===== src/design/sme_pkg.sv =====
// Shared types and constants of the stereo multi-tap echo.
package sme_pkg;

  localparam int CFG_INDEX_BITS = 3;
  localparam int CFG_DATA_BITS  = 19;
  localparam int GAIN_BITS      = 16;
  localparam int DELAY_BITS     = 19;
  localparam int REPEAT_BITS    = 5;
  localparam int FRAC           = 15;
  localparam int ROUND          = 16384;

  localparam logic [CFG_INDEX_BITS-1:0] REG_LEFT_GAIN     = 3'd0;
  localparam logic [CFG_INDEX_BITS-1:0] REG_RIGHT_GAIN    = 3'd1;
  localparam logic [CFG_INDEX_BITS-1:0] REG_DELAY_SAMPLES = 3'd2;
  localparam logic [CFG_INDEX_BITS-1:0] REG_FADE          = 3'd3;
  localparam logic [CFG_INDEX_BITS-1:0] REG_REPEATS       = 3'd4;

  localparam logic [GAIN_BITS-1:0]   RST_GAIN    = 16'd16384;
  localparam logic [DELAY_BITS-1:0]  RST_DELAY   = 19'd9600;
  localparam logic [GAIN_BITS-1:0]   RST_FADE    = 16'd22938;
  localparam logic [REPEAT_BITS-1:0] RST_REPEATS = 5'd5;

  typedef enum logic [1:0] {
    ST_IDLE,
    ST_TAPS,
    ST_DRAIN,
    ST_FINISH
  } state_t;

  typedef struct packed {
    logic start;
    logic issue;
    logic hit;
  } lane_ctl_t;

endpackage


===== src/design/sme_ctrl.sv =====
// Tap sequencer: write pointer, fill tracking, tap offsets and read addresses.
module sme_ctrl #(
  parameter int DEPTH    = 524288,
  parameter int MAX_TAPS = 16
) (
  input  logic                               clk,
  input  logic                               rst,
  input  logic                               in_valid,
  input  logic                               out_free,
  input  logic                               pipe_busy,
  input  logic [sme_pkg::DELAY_BITS-1:0]     delay_samples,
  input  logic [sme_pkg::REPEAT_BITS-1:0]    repeats,
  output logic                               in_ready,
  output logic                               load_out,
  output sme_pkg::lane_ctl_t                 ctl,
  output logic [$clog2(DEPTH)-1:0]           wpos,
  output logic [$clog2(DEPTH)-1:0]           rd_addr
);

  localparam int PW   = $clog2(DEPTH);
  localparam int TW   = $clog2(MAX_TAPS + 1);
  localparam int OFFW = PW + TW + 1;

  sme_pkg::state_t state;
  sme_pkg::state_t state_next;

  logic            wrapped;
  logic [OFFW-1:0] dreg;
  logic [OFFW-1:0] off;
  logic [TW-1:0]   tleft;
  logic [OFFW-1:0] dclamp;
  logic [TW-1:0]   nclamp;
  logic [OFFW-1:0] wpos_x;
  logic [OFFW-1:0] diff;
  logic [OFFW-1:0] wrapd;
  logic            in_range;
  logic            written;
  logic            accept;
  logic            last_tap;

  always_comb begin
    if (32'(delay_samples) > 32'(DEPTH - 1)) begin
      dclamp = OFFW'(DEPTH - 1);
    end else begin
      dclamp = OFFW'(delay_samples);
    end
    if (repeats == '0) begin
      nclamp = TW'(1);
    end else if (32'(repeats) > 32'(MAX_TAPS)) begin
      nclamp = TW'(MAX_TAPS);
    end else begin
      nclamp = TW'(repeats);
    end
  end

  always_comb begin
    wpos_x   = OFFW'(wpos);
    diff     = wpos_x - off;
    wrapd    = wpos_x + OFFW'(DEPTH) - off;
    rd_addr  = (wpos_x >= off) ? diff[PW-1:0] : wrapd[PW-1:0];
    in_range = off <= OFFW'(DEPTH - 1);
    written  = wrapped || (rd_addr <= wpos);
    last_tap = tleft == TW'(1);
  end

  always_comb begin
    state_next = state;
    case (state)
      sme_pkg::ST_IDLE: begin
        if (in_valid) state_next = sme_pkg::ST_TAPS;
      end
      sme_pkg::ST_TAPS: begin
        if (last_tap) state_next = sme_pkg::ST_DRAIN;
      end
      sme_pkg::ST_DRAIN: begin
        if (!pipe_busy) state_next = sme_pkg::ST_FINISH;
      end
      sme_pkg::ST_FINISH: begin
        if (out_free) state_next = sme_pkg::ST_IDLE;
      end
      default: state_next = sme_pkg::ST_IDLE;
    endcase
  end

  always_comb begin
    in_ready  = state == sme_pkg::ST_IDLE;
    accept    = in_ready && in_valid;
    load_out  = (state == sme_pkg::ST_FINISH) && out_free;
    ctl.start = accept;
    ctl.issue = state == sme_pkg::ST_TAPS;
    ctl.hit   = in_range && written;
  end

  always_ff @(posedge clk) begin
    if (rst) begin
      state   <= sme_pkg::ST_IDLE;
      wpos    <= '0;
      wrapped <= 1'b0;
    end else begin
      state <= state_next;
      if (load_out) begin
        if (wpos == PW'(DEPTH - 1)) begin
          wpos    <= '0;
          wrapped <= 1'b1;
        end else begin
          wpos <= wpos + PW'(1);
        end
      end
    end
  end

  always_ff @(posedge clk) begin
    if (accept) begin
      dreg  <= dclamp;
      off   <= dclamp;
      tleft <= nclamp;
    end else if (ctl.issue) begin
      off   <= off + dreg;
      tleft <= tleft - TW'(1);
    end
  end

  a_accept_starts_taps: assert property (@(posedge clk) disable iff (rst)
    accept |=> ctl.issue)
    else $error("accepted word did not start the tap sequence");

  a_last_tap_fills_pipe: assert property (@(posedge clk) disable iff (rst)
    ctl.issue && last_tap |=> pipe_busy)
    else $error("last tap did not enter the lane pipeline");

endmodule

===== config.mk =====
export PLATFORM = sky130hd
export DESIGN_NAME = sme_ctrl
export DESIGN_NICKNAME = d
export VERILOG_FILES = /design/src/design/sme_pkg.sv /design/src/design/sme_ctrl.sv
export SDC_FILE = /design/constraint.sdc
export NUM_CORES = 1
export LEC_CHECK = 0
export BUFFER_PORTS_ARGS = -buffer_cell sky130_fd_sc_hd__buf_2
export CAP_MARGIN = 20
export CORE_ASPECT_RATIO = 0.5
export CORE_MARGIN = 2
export CORE_UTILIZATION = 32
export DETAILED_ROUTE_END_ITERATION = 16
export GPL_TIMING_DRIVEN = 0
export PLACE_DENSITY = 0.48
export SYNTH_ARGS = -nofsm -noshare
export SYNTH_HDL_FRONTEND = slang
export SYNTH_SLANG_ARGS = --single-unit
export TNS_END_PERCENT = 1

===== constraint.sdc =====
create_clock -name clk -period 8.4 [get_ports clk]
set_clock_uncertainty 0.1 [all_clocks]
set_input_delay 0.84 -clock clk [delete_from_list [all_inputs] [get_ports clk]]
set_output_delay 0.84 -clock clk [all_outputs]
set_load 0.05 [all_outputs]

# ---- Word level (Yosys, flattened, before mapping)
# Index checks and enable logic that the tools add are counted.
dict set report word_totals {
  regBits 71
  inputBits 29
  elab_cells 48
}
dict set report op_classes {
  addsub 6
  order_cmp 4
  eq_ne 9
  muxes 13
  reduce_logical 9
}
# op n
set ops {}
lappend ops {{2-to-1 mux 19 bit} 4}
lappend ops {{adder 19 x 1 -> 19 bit, second input constant} 2}
lappend ops {{subtractor 19 bit} 2}
lappend ops {{adder 25 x 19 -> 25 bit} 1}
lappend ops {{greater-or-equal comparator 19 x 25 -> 1 bit} 1}
lappend ops {{less-or-equal comparator 25 x 19 -> 1 bit, second input constant} 1}
lappend ops {{2-to-1 mux 5 bit} 4}
lappend ops {{== test 19 bit, second input constant} 1}
lappend ops {{less-or-equal comparator 19 bit} 1}
lappend ops {{2-to-1 mux 2 bit} 4}
lappend ops {{case mux 2 bit (4 select lines)} 1}
lappend ops {{inequality test 2 bit, second input constant} 3}
lappend ops {{== test 5 x 1 -> 1 bit, second input constant} 1}
lappend ops {{> comparator 5 bit, second input constant} 1}
lappend ops {{zero test 5 bit} 1}
lappend ops {{subtractor 5 x 1 -> 5 bit, second input constant} 1}
lappend ops {{== test 2 bit, second input constant} 2}
lappend ops {{AND reduction 4 bit} 1}
lappend ops {{logical AND 1 bit} 3}
lappend ops {{== test 2 x 1 -> 1 bit, second input constant} 1}
lappend ops {{zero test 2 bit} 1}
lappend ops {{inequality test 2 x 1 -> 1 bit, second input constant} 1}
lappend ops {{AND reduction 2 bit} 1}
lappend ops {{nonzero test 2 bit} 1}
lappend ops {{logical OR 1 bit} 1}

# ---- Logic depth before layout (Yosys ltp)
dict set report logic_depth {
  ltp_word 6
  depth_mapped 18
  ltp_nobuf 18
}

# ---- Worst setup path after synthesis
# No wires, ideal clock.
dict set report synth_timing {
  kind {flip-flop to output port}
  startpoint {reg wpos[0]}
  endpoint {out ctl[0] in the netlist's numbering}
  arrival_time_ns 4.798
  required_time_ns 7.460
  path_slack_ns 2.662
  path_stages_with_launch 18
  path_buffers 0
  path_cell_list {dfxtp_1 > inv_1 > ha_1 > inv_1 > fa_1 > a21oi_1 > o21ai_0 > a31o_2 > a21oi_4 > o21ai_2 > a31oi_1 > xnor2_1 > ha_1 > a21o_1 > a21o_1 > a21oi_1 > o21ai_0 > a21oi_1}
}
# item line_no
set synth_rtl {}
lappend synth_rtl {{start: declaration} sme_ctrl.sv:16} ;# output logic [$clog2(DEPTH)-1:0] wpos,
lappend synth_rtl {{start signal: assignment} sme_ctrl.sv:106} ;# wpos <= wpos + PW'(1);
lappend synth_rtl {{end: declaration} sme_ctrl.sv:15} ;# output sme_pkg::lane_ctl_t ctl,

==> flow_metrics.tcl <==
set metrics [dict create \
    gp_congestion 0.839 \
    rows 33 \
    syn_area_mm2 0.00537 \
    hp-class "reg2reg" \
    numCtsBuffers 9 \
    endpoint "ctl[0]" \
    port_buffers 70 \
    end_kind "output port" \
    grt_pass1_wl_um 22500 \
    grt_usage 0.162 \
    ys_types 60 \
    fmax_mhz 190 \
    ir_drop_v 0.000164 \
    rsz0062_at_grt "false" \
    cap_violations 0 \
    cts_setup_buffers 0 \
    hold_violations 0 \
    clkTransAtPathRegs_ns 0.06 \
    drt-pass1-iter-count 4 \
    yosysWarnings 0 \
    htree_levels 3 \
    worstPathMaxFanout 6 \
    insertion_delay_ns 0.33 \
    tightest_slew_ns 0.794 \
    cts_tree "built" \
    period_needed_ns 5.26 \
    synth.ff_latch_count 71 \
    grt_max_degree 30 \
    postSynth.asyncResetShare 0 \
    clock_path_buffers 2 \
    vias_per_cell 4.85 \
    clock-sinks 71 \
    path_class "reg2out" \
    slowest_stage "a221oi_1" \
    fillers 1687 \
    die_h_um 95.6 \
    holdBufCountCts 0 \
    syn_area_per_cell_um2 9.09 \
    slew_viol_final 0 \
    post-route-period-util 0.626 \
    area_growth_pct 17.5 \
    synth.net_count 685 \
    seq_area_frac_synth 0.345 \
    worstPathRequired_ns 7.46 \
    crit_path_start "wpos[0]$_SDFFE_PP0P_" \
    drtAntennaViolNets 0 \
    yosysTopAreaCellShare 0.240 \
    wire_per_inst_um 15.6 \
    outcome "finished clean" \
    cp.depth 18 \
    drc 0 \
    start_util 0.328 \
    die_w_um 187 \
    p_leak_nw 2.81 \
    top_level_ports 72 \
    reg2reg_from "state[0]$_SDFFE_PP0P_" \
    antenna_cells 0 \
    first_global_vias 4209 \
    cp.arrival_ns 4.32 \
    clockRootBuffer "clkbuf_16" \
    hpwlAfterDp_um 11300 \
    start_kind "flop" \
    coreArea_mm2 0.0164 \
    wl_um 14100 \
    drive_above_1_share 0.170 \
    synth_edf_count 43 \
    slowest_delay_ns 0.43 \
    synthFlopType "edfxtp_1" \
    grt.overflow.total 0 \
    post_cts.resized_instances 0 \
    critical_path.top_delay_family "compound AO/OA/AOI/OAI gates" \
    vias 4385 \
    timing.rr.end "off[18]$_DFFE_PP_" \
    worstPathCellList "inv_1, ha_1, inv_1, fa_1, a21oi_1, o21ai_0, a31o_2, a21oi_4, xnor2_1, ha_1, nand4_1, nor2_1, o21ai_0, o2111ai_1, a221oi_1, o21ai_0, a21oi_1, buf_2" \
    ff2ff_path_depth 6 \
    antenna_found_initial 0 \
    crit_top_cell "o21ai_0" \
    powerDensity_mw_per_mm2 396 \
    setup_viol 0 \
    die_area_mm2 0.0179 \
    synth_area_leaders "edfxtp_1 (24%), ha_1 (15%), dfxtp_1 (10%), xnor2_1 (6.7%), nor2_1 (3.9%)" \
    fin_nets 767 \
    rrSetupSlack_ns 5.76 \
    synthCells 591 \
    design_area_mm2 0.00631 \
    placed_area_mm2 0.00603 \
    cp.buffers_inverters 3 \
    tns_ns 0 \
    slew_headroom 0.471 \
    synth_top_cell_by_area "edfxtp_1" \
    drt-initial-drc-count 216 \
]
-- cell families after synthesis --
group | count (synthesis) | synth area share
xor gates and xnor gates | 52 | 0.0848
DFF | 71 | 0.345
muxes | 10 | 0.0186
buffers and inverters | 73 | 0.0548
and+or+nand+nor | 175 | 0.162
adders and majority gates | 65 | 0.154
AOI/OAI and AO/OA | 145 | 0.181
-- power breakdown --
group / leakage [nW] / switching [mW] / internal, mW
sequential: 0.641 / 0.0676 / 0.523
combinational: 2.04 / 0.996 / 0.550
clock: 0.129 / 0.160 / 0.202
total: 2.81 / 1.22 / 1.28
-- worst min-delay path by stage --
| stage | depth (start not counted) | slack [ns] | from | to |
|---|---|---|---|---|
| 2_1_floorplan | 2 | 0.34 | wrapped$_SDFFE_PP0P_ | wrapped$_SDFFE_PP0P_ |
| 3_3_place_gp | 2 | 0.35 | wrapped$_SDFFE_PP0P_ | wrapped$_SDFFE_PP0P_ |
| 3_5_place_dp | 2 | 0.36 | wrapped$_SDFFE_PP0P_ | wrapped$_SDFFE_PP0P_ |
| 4_1_cts | 2 | 0.38 | wrapped$_SDFFE_PP0P_ | wrapped$_SDFFE_PP0P_ |
| 5_1_grt | 2 | 0.41 | off[24]$_SDFFE_PP0P_ | off[24]$_SDFFE_PP0P_ |
| 6_report | 2 | 0.38 | wrapped$_SDFFE_PP0P_ | wrapped$_SDFFE_PP0P_ |
-- layer usage --
layer | global-route usage | part of all wire | up-vias | wire length (um)
li1 | - | - | 2268 | -
met1 | 0.234 | 0.54 | 2041 | 7590
met2 | 0.253 | 0.41 | 71 | 5820
met3 | 0.0339 | 0.045 | 5 | 632
met4 | 0.0238 | 0.0038 | 0 | 54
met5 | 0 | 0 | - | 0
-- cells in the mapped netlist (5+ instances only) --
master    instances
a21oi_1          38
dfxtp_1          28
nand3_1          11
nor2_1           56
ha_1             63
xnor2_1          41
nand2_1          45
and4_1            5
edfxtp_1         43
o211ai_1          7
nand2b_1         10
buf_2             5
o21a_1           10
nor3_1            9
o21ai_0          28
mux2i_1          10
xor2_1           11
clkbuf_1          5
a21o_1           24
nor2b_1           7
nand4_1           9
inv_1            55
-- cells in the final DEF (no fill, tap or decap), types with 9 or more instances in the layout --
cell type,synthesis,final
inv_1,55,55
nand2_1,45,45
o21a_1,10,10
nand4_1,9,9
a21o_1,24,24
xor2_1,11,11
dfxtp_1,28,28
clkbuf_16,0,9
nand3_1,11,11
mux2i_1,10,10
nor3_1,9,9
edfxtp_1,43,43
xnor2_1,41,41
ha_1,63,63
nand2b_1,10,10
o21ai_0,28,28
a21oi_1,38,38
nor2_1,56,56
buf_2,5,75
-- state kept, by name, indices dropped and copies added (netlist names) --
name / cells
wpos: 19
wrapped: 1
tleft: 5
off: 25
dreg: 19
state: 2
-- area by class of cell --
type | instances | area [um^2] | area share
clock inverter | 6 | 46.3 | 0.00734
inverter | 55 | 206 | 0.0327
timing repair buffer | 71 | 378 | 0.0599
multi-input combinational | 447 | 3220 | 0.511
clock buffer | 10 | 229 | 0.0363
tap | 227 | 284 | 0.0450
buffer | 18 | 88.8 | 0.0141
sequential | 71 | 1850 | 0.294
-- stage by stage --
step	instances	hold slack [ns]	setup slack [ns]	utilization	power [mW]
6_report	905	0.375	3.14	0.385	2.50
5_1_grt	905	0.406	2.74	0.385	2.72
4_1_cts	905	0.376	3.09	0.385	2.52
3_5_place_dp	889	0.361	3.47	0.368	2.15
3_3_place_gp	888	0.352	3.49	0.366	2.13
2_1_floorplan	591	0.341	2.66	-	1.76
-- tightest hold or removal path, stage by stage (launching register included) --
cell     delay [ns]
dfxtp_1        0.33
nor2_1         0.05
nor2_1         0.07
Note: power is estimated with default switching activity, not from simulation.
